File: src/design/srm_pkg.sv
// ----------------------------------------------------------------------------
// srm_pkg: shared types and constants for the scroll run side margin block
// Map size, register codes, field widths, controller states, read selects
// and the command and status bundles between controller and datapath.
// ----------------------------------------------------------------------------
package srm_pkg;

  // Scroll map depth and its address width
  localparam int MAP_DEPTH = 256;
  localparam int MAP_AW    = $clog2(MAP_DEPTH);

  // Configuration port widths and register codes
  localparam int CFG_IW = 2;
  localparam int CFG_DW = 9;
  localparam logic [CFG_IW-1:0] REG_ROOM_COLUMNS = 2'd0;
  localparam logic [CFG_IW-1:0] REG_ROOM_ROWS    = 2'd1;
  localparam logic [CFG_IW-1:0] REG_MARGIN_LIMIT = 2'd2;

  // Item modes
  localparam logic MODE_WRITE = 1'b0;
  localparam logic MODE_QUERY = 1'b1;

  // Controller states
  typedef enum logic [3:0] {
    ST_IDLE,
    ST_PREP,
    ST_MID_RD,
    ST_MID_CK,
    ST_LC_RD,
    ST_LC_CK,
    ST_RC_RD,
    ST_RC_CK,
    ST_LEFT_RD,
    ST_LEFT_CK,
    ST_RIGHT_RD,
    ST_RIGHT_CK,
    ST_DONE
  } state_t;

  // Column the map read looks at
  typedef enum logic [2:0] {
    RD_MID,
    RD_LC,
    RD_RC,
    RD_LEFT,
    RD_RIGHT
  } rd_sel_t;

  // Controller to datapath
  typedef struct packed {
    logic    write;       // store a map entry from the accepted word
    logic    latch;       // capture camera position of the accepted word
    logic    prep;        // clamp midpoint, compute row base and edge columns
    rd_sel_t rd_sel;      // column to read or take
    logic    take;        // start the run at the selected column
    logic    step_left;   // extend run one screen left
    logic    step_right;  // extend run one screen right
    logic    set_zero;    // result is all zeros
    logic    load_out;    // load the result register
  } cmd_t;

  // Datapath to controller
  typedef struct packed {
    logic enable;      // room and limit allow margins
    logic lc_ok;       // left edge column lies in the room
    logic rc_ok;       // right edge column lies in the room
    logic open;        // screen read last cycle is open
    logic first_zero;  // run reaches column zero
    logic last_end;    // run reaches the last column
    logic out_free;    // result register can take a word
  } sts_t;

endpackage

File: src/design/srm_item_if.sv
// ----------------------------------------------------------------------------
// srm_item_if: input word channel
// Valid/ready channel carrying one map write or one margin query.
// ----------------------------------------------------------------------------
interface srm_item_if;
  logic               valid;
  logic               ready;
  logic               mode;
  logic [7:0]         map_index;
  logic [7:0]         map_value;
  logic signed [15:0] view_x;
  logic signed [15:0] view_y;

  modport source (output valid, mode, map_index, map_value, view_x, view_y,
                  input ready);
  modport sink   (input valid, mode, map_index, map_value, view_x, view_y,
                  output ready);
endinterface

File: src/design/srm_result_if.sv
// ----------------------------------------------------------------------------
// srm_result_if: result word channel
// Valid/ready channel carrying the left and right spare pixel counts.
// ----------------------------------------------------------------------------
interface srm_result_if;
  logic       valid;
  logic       ready;
  logic [8:0] left_spare;
  logic [8:0] right_spare;

  modport source (output valid, left_spare, right_spare, input ready);
  modport sink   (input valid, left_spare, right_spare, output ready);
endinterface

File: src/design/srm_cfg_if.sv
// ----------------------------------------------------------------------------
// srm_cfg_if: configuration write channel
// Valid/ready channel carrying a register index and its write data.
// ----------------------------------------------------------------------------
interface srm_cfg_if;
  logic                       valid;
  logic                       ready;
  logic [srm_pkg::CFG_IW-1:0] index;
  logic [srm_pkg::CFG_DW-1:0] data;

  modport source (output valid, index, data, input ready);
  modport sink   (input valid, index, data, output ready);
endinterface

File: src/design/srm_ctrl.sv
// ----------------------------------------------------------------------------
// srm_ctrl: query sequencer
// Walks a query through midpoint, edge fallbacks, run extension and result
// hand-off, one map read per probe.
// ----------------------------------------------------------------------------
module srm_ctrl (
  input  logic          clk,
  input  logic          rst,
  input  logic          accept,
  input  logic          query,
  output logic          ready,
  output srm_pkg::cmd_t cmd,
  input  srm_pkg::sts_t sts
);
  import srm_pkg::*;

  state_t state, state_next;

  // State register
  always_ff @(posedge clk) begin
    if (rst) begin
      state <= ST_IDLE;
    end else begin
      state <= state_next;
    end
  end

  // Next state
  always_comb begin
    state_next = state;
    unique case (state)
      ST_IDLE: begin
        if (accept && query) state_next = ST_PREP;
      end
      ST_PREP: begin
        state_next = sts.enable ? ST_MID_RD : ST_DONE;
      end
      ST_MID_RD: state_next = ST_MID_CK;
      ST_MID_CK: begin
        if (sts.open)       state_next = ST_LEFT_RD;
        else if (sts.lc_ok) state_next = ST_LC_RD;
        else if (sts.rc_ok) state_next = ST_RC_RD;
        else                state_next = ST_DONE;
      end
      ST_LC_RD: state_next = ST_LC_CK;
      ST_LC_CK: begin
        if (sts.open)       state_next = ST_LEFT_RD;
        else if (sts.rc_ok) state_next = ST_RC_RD;
        else                state_next = ST_DONE;
      end
      ST_RC_RD: state_next = ST_RC_CK;
      ST_RC_CK: begin
        state_next = sts.open ? ST_LEFT_RD : ST_DONE;
      end
      ST_LEFT_RD: begin
        state_next = sts.first_zero ? ST_RIGHT_RD : ST_LEFT_CK;
      end
      ST_LEFT_CK: begin
        state_next = sts.open ? ST_LEFT_RD : ST_RIGHT_RD;
      end
      ST_RIGHT_RD: begin
        state_next = sts.last_end ? ST_DONE : ST_RIGHT_CK;
      end
      ST_RIGHT_CK: begin
        state_next = sts.open ? ST_RIGHT_RD : ST_DONE;
      end
      ST_DONE: begin
        if (sts.out_free) state_next = ST_IDLE;
      end
      default: state_next = ST_IDLE;
    endcase
  end

  // Outputs
  always_comb begin
    ready = 1'b0;
    cmd   = '0;
    cmd.rd_sel = RD_MID;
    unique case (state)
      ST_IDLE: begin
        ready     = 1'b1;
        cmd.write = accept && !query;
        cmd.latch = accept && query;
      end
      ST_PREP: begin
        cmd.prep     = 1'b1;
        cmd.set_zero = !sts.enable;
      end
      ST_MID_RD: cmd.rd_sel = RD_MID;
      ST_MID_CK: begin
        cmd.rd_sel   = RD_MID;
        cmd.take     = sts.open;
        cmd.set_zero = !sts.open && !sts.lc_ok && !sts.rc_ok;
      end
      ST_LC_RD: cmd.rd_sel = RD_LC;
      ST_LC_CK: begin
        cmd.rd_sel   = RD_LC;
        cmd.take     = sts.open;
        cmd.set_zero = !sts.open && !sts.rc_ok;
      end
      ST_RC_RD: cmd.rd_sel = RD_RC;
      ST_RC_CK: begin
        cmd.rd_sel   = RD_RC;
        cmd.take     = sts.open;
        cmd.set_zero = !sts.open;
      end
      ST_LEFT_RD: cmd.rd_sel = RD_LEFT;
      ST_LEFT_CK: begin
        cmd.rd_sel    = RD_LEFT;
        cmd.step_left = sts.open;
      end
      ST_RIGHT_RD: cmd.rd_sel = RD_RIGHT;
      ST_RIGHT_CK: begin
        cmd.rd_sel     = RD_RIGHT;
        cmd.step_right = sts.open;
      end
      ST_DONE: cmd.load_out = sts.out_free;
      default: ;
    endcase
  end

endmodule

File: src/design/srm_dpath.sv
// ----------------------------------------------------------------------------
// srm_dpath: map storage and margin arithmetic
// Holds the registers, the open/locked map with per-entry valid bits, the
// query scratch registers and the result register.
// ----------------------------------------------------------------------------
module srm_dpath (
  input  logic                       clk,
  input  logic                       rst,
  input  logic                       cfg_we,
  input  logic [srm_pkg::CFG_IW-1:0] cfg_index,
  input  logic [srm_pkg::CFG_DW-1:0] cfg_data,
  input  logic [7:0]                 map_index,
  input  logic [7:0]                 map_value,
  input  logic signed [15:0]         view_x,
  input  logic signed [15:0]         view_y,
  input  srm_pkg::cmd_t              cmd,
  output srm_pkg::sts_t              sts,
  output logic                       out_valid,
  input  logic                       out_ready,
  output logic [8:0]                 left_spare,
  output logic [8:0]                 right_spare
);
  import srm_pkg::*;

  function automatic logic [8:0] clamp_spare(input logic [17:0] v, input logic [8:0] lim);
    logic [8:0] r;
    if (v[17]) begin
      r = '0;
    end else if (v > {9'd0, lim}) begin
      r = lim;
    end else begin
      r = v[8:0];
    end
    return r;
  endfunction

  logic [7:0]          cols, rows;
  logic [8:0]          limit;
  logic                map_mem [MAP_DEPTH];
  logic [MAP_DEPTH-1:0] map_vld;
  logic                rd_bit, rd_vld;
  logic [15:0]         wr_ext;
  logic                wr_ok;
  logic [MAP_AW-1:0]   wr_addr, rd_addr;
  logic [15:0]         addr_sum;
  logic signed [15:0]  cx, cy;
  logic [MAP_AW-1:0]   base;
  logic [7:0]          mid, lc, rc, first, last, col_pick;
  logic                lc_ok, rc_ok, zero_res;
  logic signed [16:0]  sum_y, sum_x, sum_rc;
  logic [8:0]          row_f, col_f;
  logic [7:0]          row_c, col_c;
  logic [15:0]         base_prod, area;
  logic [17:0]         left_raw, right_raw;

  // Register writes
  always_ff @(posedge clk) begin
    if (rst) begin
      cols  <= '0;
      rows  <= '0;
      limit <= '0;
    end else if (cfg_we) begin
      unique case (cfg_index)
        REG_ROOM_COLUMNS: cols  <= cfg_data[7:0];
        REG_ROOM_ROWS:    rows  <= cfg_data[7:0];
        REG_MARGIN_LIMIT: limit <= cfg_data;
        default: ;
      endcase
    end
  end

  // Map write address, dropped beyond the map
  assign wr_ext  = {8'd0, map_index};
  assign wr_ok   = wr_ext < 16'(MAP_DEPTH);
  assign wr_addr = wr_ext[MAP_AW-1:0];

  // Map storage and registered read
  always_ff @(posedge clk) begin
    if (cmd.write && wr_ok) begin
      map_mem[wr_addr] <= (map_value != 8'd0);
    end
    rd_bit <= map_mem[rd_addr];
    rd_vld <= map_vld[rd_addr];
  end

  // Entry valid bits: an entry never written reads as locked
  always_ff @(posedge clk) begin
    if (rst) begin
      map_vld <= '0;
    end else if (cmd.write && wr_ok) begin
      map_vld[wr_addr] <= 1'b1;
    end
  end

  // Midpoint and edge column arithmetic
  always_comb begin
    sum_y = 17'(cy) + 17'sd128;
    sum_x = 17'(cx) + 17'sd128;
    sum_rc = 17'(cx) + 17'sd255;
    row_f = sum_y[16:8];
    col_f = sum_x[16:8];
    if (row_f[8]) begin
      row_c = '0;
    end else if (row_f[7:0] >= rows) begin
      row_c = rows - 8'd1;
    end else begin
      row_c = row_f[7:0];
    end
    if (col_f[8]) begin
      col_c = '0;
    end else if (col_f[7:0] >= cols) begin
      col_c = cols - 8'd1;
    end else begin
      col_c = col_f[7:0];
    end
    base_prod = 16'(row_c) * 16'(cols);
  end

  // Room check
  assign area = 16'(cols) * 16'(rows);
  assign sts.enable = (limit != 9'd0) && (cols != 8'd0) && (rows != 8'd0)
                      && (area <= 16'(MAP_DEPTH));

  // Capture camera position
  always_ff @(posedge clk) begin
    if (cmd.latch) begin
      cx <= view_x;
      cy <= view_y;
    end
  end

  // Query scratch registers
  always_ff @(posedge clk) begin
    if (cmd.prep) begin
      base  <= base_prod[MAP_AW-1:0];
      mid   <= col_c;
      lc    <= cx[15:8];
      rc    <= sum_rc[15:8];
      lc_ok <= !cx[15] && (cx[15:8] < cols);
      rc_ok <= !sum_rc[16] && (sum_rc[15:8] < cols);
    end
    if (cmd.take) begin
      first <= col_pick;
      last  <= col_pick;
    end else begin
      if (cmd.step_left)  first <= first - 8'd1;
      if (cmd.step_right) last  <= last + 8'd1;
    end
  end

  // Zero-result flag; a disabled room sets it in the setup cycle itself
  always_ff @(posedge clk) begin
    if (rst) begin
      zero_res <= 1'b0;
    end else if (cmd.set_zero) begin
      zero_res <= 1'b1;
    end else if (cmd.prep) begin
      zero_res <= 1'b0;
    end
  end

  // Pick the probed column and form the map address
  always_comb begin
    unique case (cmd.rd_sel)
      RD_MID:   col_pick = mid;
      RD_LC:    col_pick = lc;
      RD_RC:    col_pick = rc;
      RD_LEFT:  col_pick = first - 8'd1;
      RD_RIGHT: col_pick = last + 8'd1;
      default:  col_pick = mid;
    endcase
    addr_sum = 16'(base) + {8'd0, col_pick};
    rd_addr  = addr_sum[MAP_AW-1:0];
  end

  // Status
  assign sts.lc_ok      = lc_ok;
  assign sts.rc_ok      = rc_ok;
  assign sts.open       = rd_bit && rd_vld;
  assign sts.first_zero = (first == 8'd0);
  assign sts.last_end   = ({1'b0, last} + 9'd1) >= {1'b0, cols};
  assign sts.out_free   = !out_valid || out_ready;

  // Spare pixels on each side of the viewport
  assign left_raw  = 18'(cx) - {2'b00, first, 8'd0};
  assign right_raw = {2'b00, last, 8'd0} - 18'(cx);

  // Result register
  always_ff @(posedge clk) begin
    if (rst) begin
      out_valid <= 1'b0;
    end else if (cmd.load_out) begin
      out_valid <= 1'b1;
    end else if (out_ready) begin
      out_valid <= 1'b0;
    end
  end

  always_ff @(posedge clk) begin
    if (cmd.load_out) begin
      left_spare  <= zero_res ? 9'd0 : clamp_spare(left_raw, limit);
      right_spare <= zero_res ? 9'd0 : clamp_spare(right_raw, limit);
    end
  end

endmodule

File: src/design/scroll_run_side_margins.sv
// ----------------------------------------------------------------------------
// scroll_run_side_margins: spare pixels of the open scroll run
// Keeps an open/locked map of 256-pixel screens and, per query, reports
// how far the run of open screens reaches beyond each side of the view.
// ----------------------------------------------------------------------------
// Channels: item (map write or query), result (left_spare, right_spare),
// cfg (register writes: room_columns, room_rows, margin_limit; always ready).
// A map write (mode 0) returns no word; item is ready again in the next
// cycle. A query (mode 1) returns one word.
// Query steps: accept, a setup step, then for each screen probed one map
// read and one check, then the load of the result register, which waits
// until the result register is free. Probes cover the midpoint and edge
// columns, then the screens walked left and right. The single map read
// port has a registered output.
// One query is in flight at a time; item stays low until its result is in
// the result register. The next item is taken while that word waits, so a
// stalled receiver blocks only the following query's hand-off.
// Reset clears the registers and marks every map screen locked; no clearing
// pass is needed.
// ----------------------------------------------------------------------------
module scroll_run_side_margins (
  input logic           clk,
  input logic           rst,
  srm_cfg_if.sink       cfg,
  srm_item_if.sink      item,
  srm_result_if.source  result
);
  import srm_pkg::*;

  cmd_t cmd;
  sts_t sts;
  logic in_rdy;
  logic accept;

  // Handshakes
  assign cfg.ready  = 1'b1;
  assign item.ready = in_rdy;
  assign accept     = item.valid && in_rdy;

  srm_ctrl u_ctrl (
    .clk    (clk),
    .rst    (rst),
    .accept (accept),
    .query  (item.mode == MODE_QUERY),
    .ready  (in_rdy),
    .cmd    (cmd),
    .sts    (sts)
  );

  srm_dpath u_dpath (
    .clk         (clk),
    .rst         (rst),
    .cfg_we      (cfg.valid),
    .cfg_index   (cfg.index),
    .cfg_data    (cfg.data),
    .map_index   (item.map_index),
    .map_value   (item.map_value),
    .view_x      (item.view_x),
    .view_y      (item.view_y),
    .cmd         (cmd),
    .sts         (sts),
    .out_valid   (result.valid),
    .out_ready   (result.ready),
    .left_spare  (result.left_spare),
    .right_spare (result.right_spare)
  );

endmodule

File: src/flat_wrapper.sv
// flat-port wrapper written by rule: the top's interface ports become plain ports
module scroll_run_side_margins_flat import srm_pkg::*;
  (clk, rst, cfg_valid, cfg_index, cfg_data, cfg_ready, item_valid, item_mode, item_map_index, item_map_value, item_view_x, item_view_y, item_ready, result_valid, result_left_spare, result_right_spare, result_ready);
  srm_cfg_if cfg_i ();
  srm_item_if item_i ();
  srm_result_if result_i ();
  input logic clk;
  input logic rst;
  input wire logic [$bits(cfg_i.valid)-1:0] cfg_valid;
  input wire logic [$bits(cfg_i.index)-1:0] cfg_index;
  input wire logic [$bits(cfg_i.data)-1:0] cfg_data;
  output wire logic [$bits(cfg_i.ready)-1:0] cfg_ready;
  input wire logic [$bits(item_i.valid)-1:0] item_valid;
  input wire logic [$bits(item_i.mode)-1:0] item_mode;
  input wire logic [$bits(item_i.map_index)-1:0] item_map_index;
  input wire logic [$bits(item_i.map_value)-1:0] item_map_value;
  input wire logic [$bits(item_i.view_x)-1:0] item_view_x;
  input wire logic [$bits(item_i.view_y)-1:0] item_view_y;
  output wire logic [$bits(item_i.ready)-1:0] item_ready;
  output wire logic [$bits(result_i.valid)-1:0] result_valid;
  output wire logic [$bits(result_i.left_spare)-1:0] result_left_spare;
  output wire logic [$bits(result_i.right_spare)-1:0] result_right_spare;
  input wire logic [$bits(result_i.ready)-1:0] result_ready;
  assign cfg_i.valid = cfg_valid;
  assign cfg_i.index = cfg_index;
  assign cfg_i.data = cfg_data;
  assign cfg_ready = cfg_i.ready;
  assign item_i.valid = item_valid;
  assign item_i.mode = item_mode;
  assign item_i.map_index = item_map_index;
  assign item_i.map_value = item_map_value;
  assign item_i.view_x = item_view_x;
  assign item_i.view_y = item_view_y;
  assign item_ready = item_i.ready;
  assign result_valid = result_i.valid;
  assign result_left_spare = result_i.left_spare;
  assign result_right_spare = result_i.right_spare;
  assign result_i.ready = result_ready;
  scroll_run_side_margins u_core (.clk(clk), .rst(rst), .cfg(cfg_i), .item(item_i), .result(result_i));
endmodule
File: config.mk
export PLATFORM = sky130hd
export DESIGN_NAME = scroll_run_side_margins_flat
export DESIGN_NICKNAME = d
export VERILOG_FILES = /design/src/design/srm_pkg.sv /design/src/design/srm_item_if.sv /design/src/design/srm_result_if.sv /design/src/design/srm_cfg_if.sv /design/src/design/srm_ctrl.sv /design/src/design/srm_dpath.sv /design/src/design/scroll_run_side_margins.sv /design/src/flat_wrapper.sv
export SDC_FILE = /design/constraint.sdc
export NUM_CORES = 1
export LEC_CHECK = 0
export BUFFER_PORTS_ARGS = -buffer_cell sky130_fd_sc_hd__clkbuf_2
export CAP_MARGIN = 20
export CELL_PAD_IN_SITES_DETAIL_PLACEMENT = 1
export CELL_PAD_IN_SITES_GLOBAL_PLACEMENT = 1
export CORE_MARGIN = 2
export CORE_UTILIZATION = 55
export DETAILED_ROUTE_END_ITERATION = 8
export GPL_TIMING_DRIVEN = 0
export PLACE_DENSITY = 0.82
export REMOVE_ABC_BUFFERS = 1
export SLEW_MARGIN = 20
export SYNTH_ARGS = -nofsm -noshare
export SYNTH_HDL_FRONTEND = slang
export SYNTH_SLANG_ARGS = --single-unit
File: constraint.sdc
create_clock -name clk -period 8.64 [get_ports clk]
set_input_delay 0.864 -clock clk [delete_from_list [all_inputs] [get_ports clk]]
set_output_delay 0.864 -clock clk [all_outputs]
set_load 0.005 [all_outputs]
# After elaboration in Yosys (flattened, before gate mapping)
# Memories as Yosys holds them, arrays and structs flattened. A register that Yosys moved wholly into a read port is not among the register bits.
# Index checks and enable logic that the tools add are counted.
dict set report classes {
  add_sub_neg 11
  multipliers 2
  div_mod_pow 0
  order_cmp 12
  n_eq_ne 20
  n_shift 0
  muxes 42
  bitwise_logic 1
  n_reduce_logical 45
}
# operator count
set op_table {}
lappend op_table {{$or 256x256->256} 1}
lappend op_table {{$mux 8} 7}
lappend op_table {{$pmux 4 s13} 1}
lappend op_table {{$add 16x9->17 const B} 3}
lappend op_table {{$gt 18x9->1} 2}
lappend op_table {{$pmux 8 s4} 1}
lappend op_table {{$mux 4} 7}
lappend op_table {{$lt 8x9->1 const B} 3}
lappend op_table {{$reduce_bool 8->1} 3}
lappend op_table {{$sub 8x1->8 const B} 3}
lappend op_table {{$eq 4x4->1 const B} 5}
lappend op_table {{$mux 9} 2}
lappend op_table {{$sub 16x17->18} 1}
lappend op_table {{$sub 17x16->18} 1}
lappend op_table {{$eq 4x3->1 const B} 4}
lappend op_table {{$ge 8x8->1} 2}
lappend op_table {{$le 16x9->1 const B} 1}
lappend op_table {{$lt 8x8->1} 2}
lappend op_table {{$mul 8x8->16} 1}
lappend op_table {{$logic_and 1x1->1} 14}
lappend op_table {{$mux 1} 14}
lappend op_table {{$pmux 3 s4} 1}
lappend op_table {{$reduce_or 2->1} 6}
lappend op_table {{$add 8x1->9 const B} 1}
lappend op_table {{27 further kinds} 47}
dict set report word_totals {
  reg_bits 388
  latchBits 0
  ramBits 256
  rom_bits 0
  in_bits 65
  output_inout_bits 21
  word_cells 154
  memories 1
}
# memory depth width rd rd_ports_with_merged_regs wr line_no
set mem_list {}
lappend mem_list {u_core.u_dpath.map_mem 256 1 1 1 1 srm_dpath.sv:39} ;# logic map_mem [MAP_DEPTH];

# Logic depth before layout (Yosys ltp)
dict set report logic_depth {
  depth_word 8
  depth_mapped 27
  ltp_nobuf 26
}

# Hierarchy
# Synthesis repeated with hierarchy kept, for this count alone.
dict set report hier_totals {
  cells_unflattened 2911
  hier_area_um2 32260.9
}
# mod n_inst cells_each area_per_inst_um2 seq_area_each_um2
set modules_own_cells {}
lappend modules_own_cells {srm_dpath 1 2836 31692.9 16185.5}
lappend modules_own_cells {srm_ctrl 1 72 550.5 80.1}
lappend modules_own_cells {scroll_run_side_margins 1 3 17.5 0.0}

# Worst setup path after synthesis
# No wires, ideal clock.
dict set report synth_timing {
  path_kind {reg-to-reg}
  from {register u_core.u_dpath.cy[7]}
  to {register u_core.u_dpath.base[7] (data pin)}
  setup_ns 0.268
  arrival_ns 5.439
  required_ns 8.372
  setup_slack_ns 2.934
  path_stages_with_launch 26
  n_path_buf 1
  synth_period_minus_slack_ns 5.706
  cell_sequence {edfxtp_1 -> ha_1 -> xnor2_1 -> inv_1 -> ha_1 -> nand2_1 -> o21ai_1 -> a41oi_1 -> a21o_1 -> buf_2 -> a211oi_2 -> nand2_1 -> fa_1 -> inv_1 -> fa_1 -> ha_1 -> inv_1 -> fa_1 -> inv_1 -> ha_1 -> a21o_1 -> a21oi_1 -> xnor2_1 -> xnor2_1 -> xnor2_1 -> xnor3_1}
}
dict set report synth_via {
  elab_chain_len 5
}
# element line_no
set synth_rtl {}
lappend synth_rtl {{start, declared} srm_dpath.sv:46} ;# logic signed [15:0] cx, cy;
lappend synth_rtl {{start signal, assigned} srm_dpath.sv:128} ;# cy <= view_y;
lappend synth_rtl {{$add 16x9->17 (*)} srm_dpath.sv:97} ;# sum_y = 17'(cy) + 17'sd128;
lappend synth_rtl {{$ge 8x8->1} srm_dpath.sv:104} ;# end else if (row_f[7:0] >= rows) begin
lappend synth_rtl {{$mux 8} srm_dpath.sv:104}
lappend synth_rtl {{$mux 8 (*)} srm_dpath.sv:102} ;# if (row_f[8]) begin
lappend synth_rtl {{$mul 8x8->8 (*)} srm_dpath.sv:116} ;# base_prod = 16'(row_c) * 16'(cols);
lappend synth_rtl {{net u_core.u_dpath.base_prod[7]} srm_dpath.sv:53} ;# logic [15:0] base_prod, area;
lappend synth_rtl {{end signal, assigned} srm_dpath.sv:135} ;# base <= base_prod[MAP_AW-1:0];
lappend synth_rtl {{end, declared} srm_dpath.sv:47} ;# logic [MAP_AW-1:0] base;
# The timed path passes the listed nets; every way through them passes the cells marked *.
# A chain may end at the register's enable or synchronous reset.

# Final worst setup path
dict set report layout_timing {
  from {register u_core.u_dpath.cols[6]}
  to {register u_core.u_dpath.zero_res}
}
dict set report layout_via {
  elab_chain_len 7
  word_cells_on_any_way 10
  cone_classes {1 x mul; 1 x order compare; 2 x mux; 6 x reduce/logical}
}
# element line_no
set layout_rtl {}
lappend layout_rtl {{start, declared} srm_dpath.sv:37} ;# logic [7:0] cols, rows;
lappend layout_rtl {{start signal, assigned} srm_dpath.sv:64} ;# REG_ROOM_COLUMNS: cols <= cfg_data[7:0];
lappend layout_rtl {{branches (longest 3 deep; another with $mul 8x8->16)} -}
lappend layout_rtl {{$logic_and 1x1->1 (*)} srm_dpath.sv:122} ;# && (area <= 16'(MAP_DEPTH));
lappend layout_rtl {{$logic_not 1->1 (*)} srm_ctrl.sv:87} ;# cmd.set_zero = !sts.enable;
lappend layout_rtl {{$pmux 1 s4 (*)} srm_ctrl.sv:79} ;# unique case (state)
lappend layout_rtl {{$mux 1 or $reduce_bool 2->1 (tied branches)} -}
lappend layout_rtl {{end signal, assigned} srm_dpath.sv:154} ;# zero_res <= 1'b0;
lappend layout_rtl {{end signal, assigned} srm_dpath.sv:156} ;# zero_res <= 1'b1;
lappend layout_rtl {{end signal, assigned} srm_dpath.sv:158} ;# zero_res <= 1'b0;
lappend layout_rtl {{end, declared} srm_dpath.sv:49} ;# logic lc_ok, rc_ok, zero_res;
# Every way passes the cells marked *.

==> impl_metrics.py <==
metrics = {
    "status": {
        "run_status": "finished clean",
    },
    "global_routing": {
        "track_usage": 0.311,
        "grt_max_degree": 90,
        "overflow": 0,
        "grt_pass1_vias": 24938,
        "grt_pass1_wl_mm": 143,
        "antenna_found_initial": 2,
    },
    "place": {
        "place.detailed.hpwl_mm": 61.4,
        "port_buffers": 77,
        "dp_worst_setup_slack_ps": 2010,
        "globalplace.congestion": 0.883,
        "dp.cells": 3595,
    },
    "clock_tree": {
        "clock_latency_ps": 600,
        "cts_max_path_buffers": 3,
        "ctsHoldBuffers": 0,
        "cts-root-buf": "clkbuf_16",
        "post_cts_buffers": 0,
        "cts_resized": 0,
        "cts_made_buffers": 69,
        "htreeDepth": 3,
        "clk_pin_slew_ps": 60,
        "tritoncts": "done",
        "cts_sinks": 638,
    },
    "setup_path": {
        "reg2reg_from": "u_core.u_dpath.cols[6]",
        "reg2reg_depth": 16,
        "end_kind": "flop",
        "crit_arrival_ps": 7140,
        "cp.required_ps": 9070,
        "crit_path_start_kind": "flop",
        "critical_path.max_fanout": 11,
        "r2r_end": "u_core.u_dpath.zero_res",
        "rrSetupSlack_ps": 1930,
        "crit_type": "reg2reg",
    },
    "pwr": {
        "sequentialPowerShare": 0.338,
        "combPwrFrac": 0.366,
        "swShare": 0.330,
        "p_switching_mw": 3.29,
        "clkPwrFrac": 0.295,
        "leakagePower_nw": 13.8,
        "powerDensity_mw_per_mm2": 279,
        "power.internal_mw": 6.68,
        "peakVddDrop_mv": 0.261,
    },
    "yosys": {
        "synthAdderAreaFrac": 0.0887,
        "synthXorXnorAreaFrac": 0.0261,
        "synth-simple-area-share": 0.149,
        "ys_ff_latch": 638,
        "ys_types": 75,
        "synth-compound-area-share": 0.0524,
        "synth_mux_area_frac": 0.140,
        "syn_area_sq_mm": 0.0320,
        "async_flop_share": 0,
        "synth_top_family_by_area": "simple AND/OR/NAND/NOR gates",
        "ys_seq_area_frac": 0.508,
        "synth_edf_count": 349,
        "synth_cells": 2851,
        "synth_top_flop_cell": "edfxtp_1",
        "syn_avg_cell_area_sq_um": 11.2,
        "yosysWarnings": 0,
    },
    "floorplan": {
        "die_h_um": 245,
        "die_x_um": 245,
        "num_rows": 88,
        "start_util": 0.556,
        "core-area_sq_mm": 0.0576,
        "ioPinCount": 86,
        "die_area_sq_mm": 0.0601,
    },
    "detailed_routing": {
        "first_pass_iters": 5,
        "viasPerCell": 6.06,
        "drtIter0Drc": 1458,
        "ant_nets": 0,
        "drc": 0,
        "routed_wl_mm": 91.6,
        "routed-via-count": 22544,
        "wire_per_inst_um": 24.6,
    },
    "timing": {
        "slew_headroom": 0.194,
        "rsz0062_at_grt": "false",
        "setup_viol": 0,
        "setup_slack_ps": 1930,
        "hold_viol_final": 0,
        "drv_slew": 0,
        "layout_min_cycle_time_ps": 6710,
        "clock.fmax_ghz": 0.149,
        "fin_worst_skew_ps": 21.0,
        "period_share": 0.776,
        "worstMarginPinSlew_ps": 1210,
    },
    "finish": {
        "drive_above_1_share": 0.157,
        "areaGrowthSynthToFinish_pct": 11.8,
        "final_cells": 3719,
        "antenna_cells": 0,
        "nets": 3163,
    },
    "worst_hold_path": {
        "hold_path_end": "u_core.u_dpath.cx[0]",
        "hold_start": "item_view_x[0]",
        "hold_depth": 1,
        "hold_class": "in2reg",
    },
    "flow_run": {
        "cap_violations": 0,
    },
}
cell usage after synthesis (all sizes together), types with 30 or more instances:
library cell | number | share of area
a21o | 31 | 0.0073
a21oi | 54 | 0.0087
clkbuf | 107 | 0.013
dfxtp | 289 | 0.18
edfxtp | 349 | 0.33
fa | 50 | 0.031
ha | 147 | 0.057
inv | 156 | 0.018
mux2i | 55 | 0.017
mux4 | 168 | 0.12
nand2 | 140 | 0.016
nor2 | 850 | 0.10
nor3 | 30 | 0.0048
o21ai | 35 | 0.0055
o21ba | 30 | 0.0094
xnor2 | 71 | 0.020
cell families after synthesis:
logic type | after synthesis
other | 1
DFF | 638
adders and majority gates | 197
buffers and inverters | 292
and+or+nand+nor | 1158
muxes | 237
xor gates and xnor gates | 93
AOI/OAI and AO/OA | 235
critical path, stage by stage (launching register included):
cell	delay [ps]
dfxtp_1	580
clkinv_1	530
nor2_1	300
fa_1	460
inv_1	80
fa_1	440
fa_1	540
inv_1	50
fa_1	420
ha_1	280
a2111oi_1	690
nor3_1	150
a21oi_1	260
o2111ai_1	220
a2111oi_0	340
nor4b_2	960
a311oi_1	220
sequential cells by signal, summed over array words and instances, names as in the netlist, 4 cells and up:
name / cells
u_core.u_dpath.rows: 8
u_core.u_dpath.rc: 8
u_core.u_dpath.map_mem: 256
u_core.u_dpath.left_spare: 9
u_core.u_dpath.map_vld: 256
u_core.u_dpath.lc: 8
u_core.u_dpath.last: 8
u_core.u_dpath.mid: 8
u_core.u_dpath.cx: 16
u_core.u_dpath.first: 8
u_core.u_ctrl.state: 4
u_core.u_dpath.right_spare: 9
u_core.u_dpath.cy: 9
u_core.u_dpath.cols: 8
u_core.u_dpath.base: 8
u_core.u_dpath.limit: 9
cell type report:
class                           instances  area, sq um
Fill cell                            5873        21800
Sequential cell                       638        16300
Multi-Input combinational cell       1921        14700
Clock buffer                          100         1930
Timing Repair Buffer                  108          970
Tap cell                              765          957
Inverter                              163          612
Clock inverter                         24          284
metal layers:
metal / vias up / GRT usage / routed length, um
met5: - / 0 / 27
met4: 4 / 0.115 / 3300
met3: 219 / 0.0472 / 4560
met2: 664 / 0.562 / 47900
met1: 11591 / 0.375 / 35800
li1: 10066 / - / -
power by group through the flow:
stage	clock network, mW	logic, mW	registers [mW]
CTS	2.97	3.67	3.37
floorplan	0	2.55	3.40
global route	3.09	3.87	3.38
detailed placement	0	3.63	3.43
finish	2.94	3.65	3.37
global placement	0	3.19	3.43
how the worst max path moves through the flow:
| stage | start | slack [ps] | end | cells past startpoint |
|---|---|---|---|---|
| final | u_core.u_dpath.cols[6] | 1930 | u_core.u_dpath.zero_res | 16 |
| after global routing | u_core.u_dpath.cy[7] | 1710 | u_core.u_dpath.base[7] | 24 |
| after CTS | u_core.u_dpath.cols[6] | 2000 | u_core.u_dpath.zero_res | 17 |
| after detailed placement | u_core.u_dpath.cols[6] | 2010 | u_core.u_dpath.zero_res | 17 |
| after global placement | u_core.u_ctrl.state[1] | -2320 | u_core.u_dpath.rd_vld | 10 |
| after floorplan | u_core.u_ctrl.state[1] | 430 | u_core.u_dpath.rd_bit | 10 |
metrics by stage:
stage	total power, mW	TNS (ps)	hold slack (ps)	utilization	cell area [sq um]
after floorplan	5.95	0	435	-	31500
after global placement	6.62	-4600	443	0.570	32800
after detailed placement	7.07	0	456	0.582	33500
after CTS	10.0	0	404	0.621	35700
after global routing	10.3	0	422	0.621	35800
final	9.97	0	434	0.621	35800
cell usage in the layout (no fill, tap or decap), types with 29 or more instances in the layout:
| cell | instances |
|---|---|
| a21o_1 | 31 |
| a21oi_1 | 52 |
| clkbuf_16 | 70 |
| clkbuf_2 | 76 |
| dfxtp_1 | 289 |
| edfxtp_1 | 349 |
| fa_1 | 49 |
| ha_1 | 146 |
| inv_1 | 150 |
| mux2i_1 | 55 |
| mux4_2 | 168 |
| nand2_1 | 132 |
| nor2_1 | 848 |
| nor3_1 | 29 |
| o21ai_0 | 30 |
| o21ba_2 | 30 |
| xnor2_1 | 66 |
No activity file was read; power rests on OpenSTA's default activity.
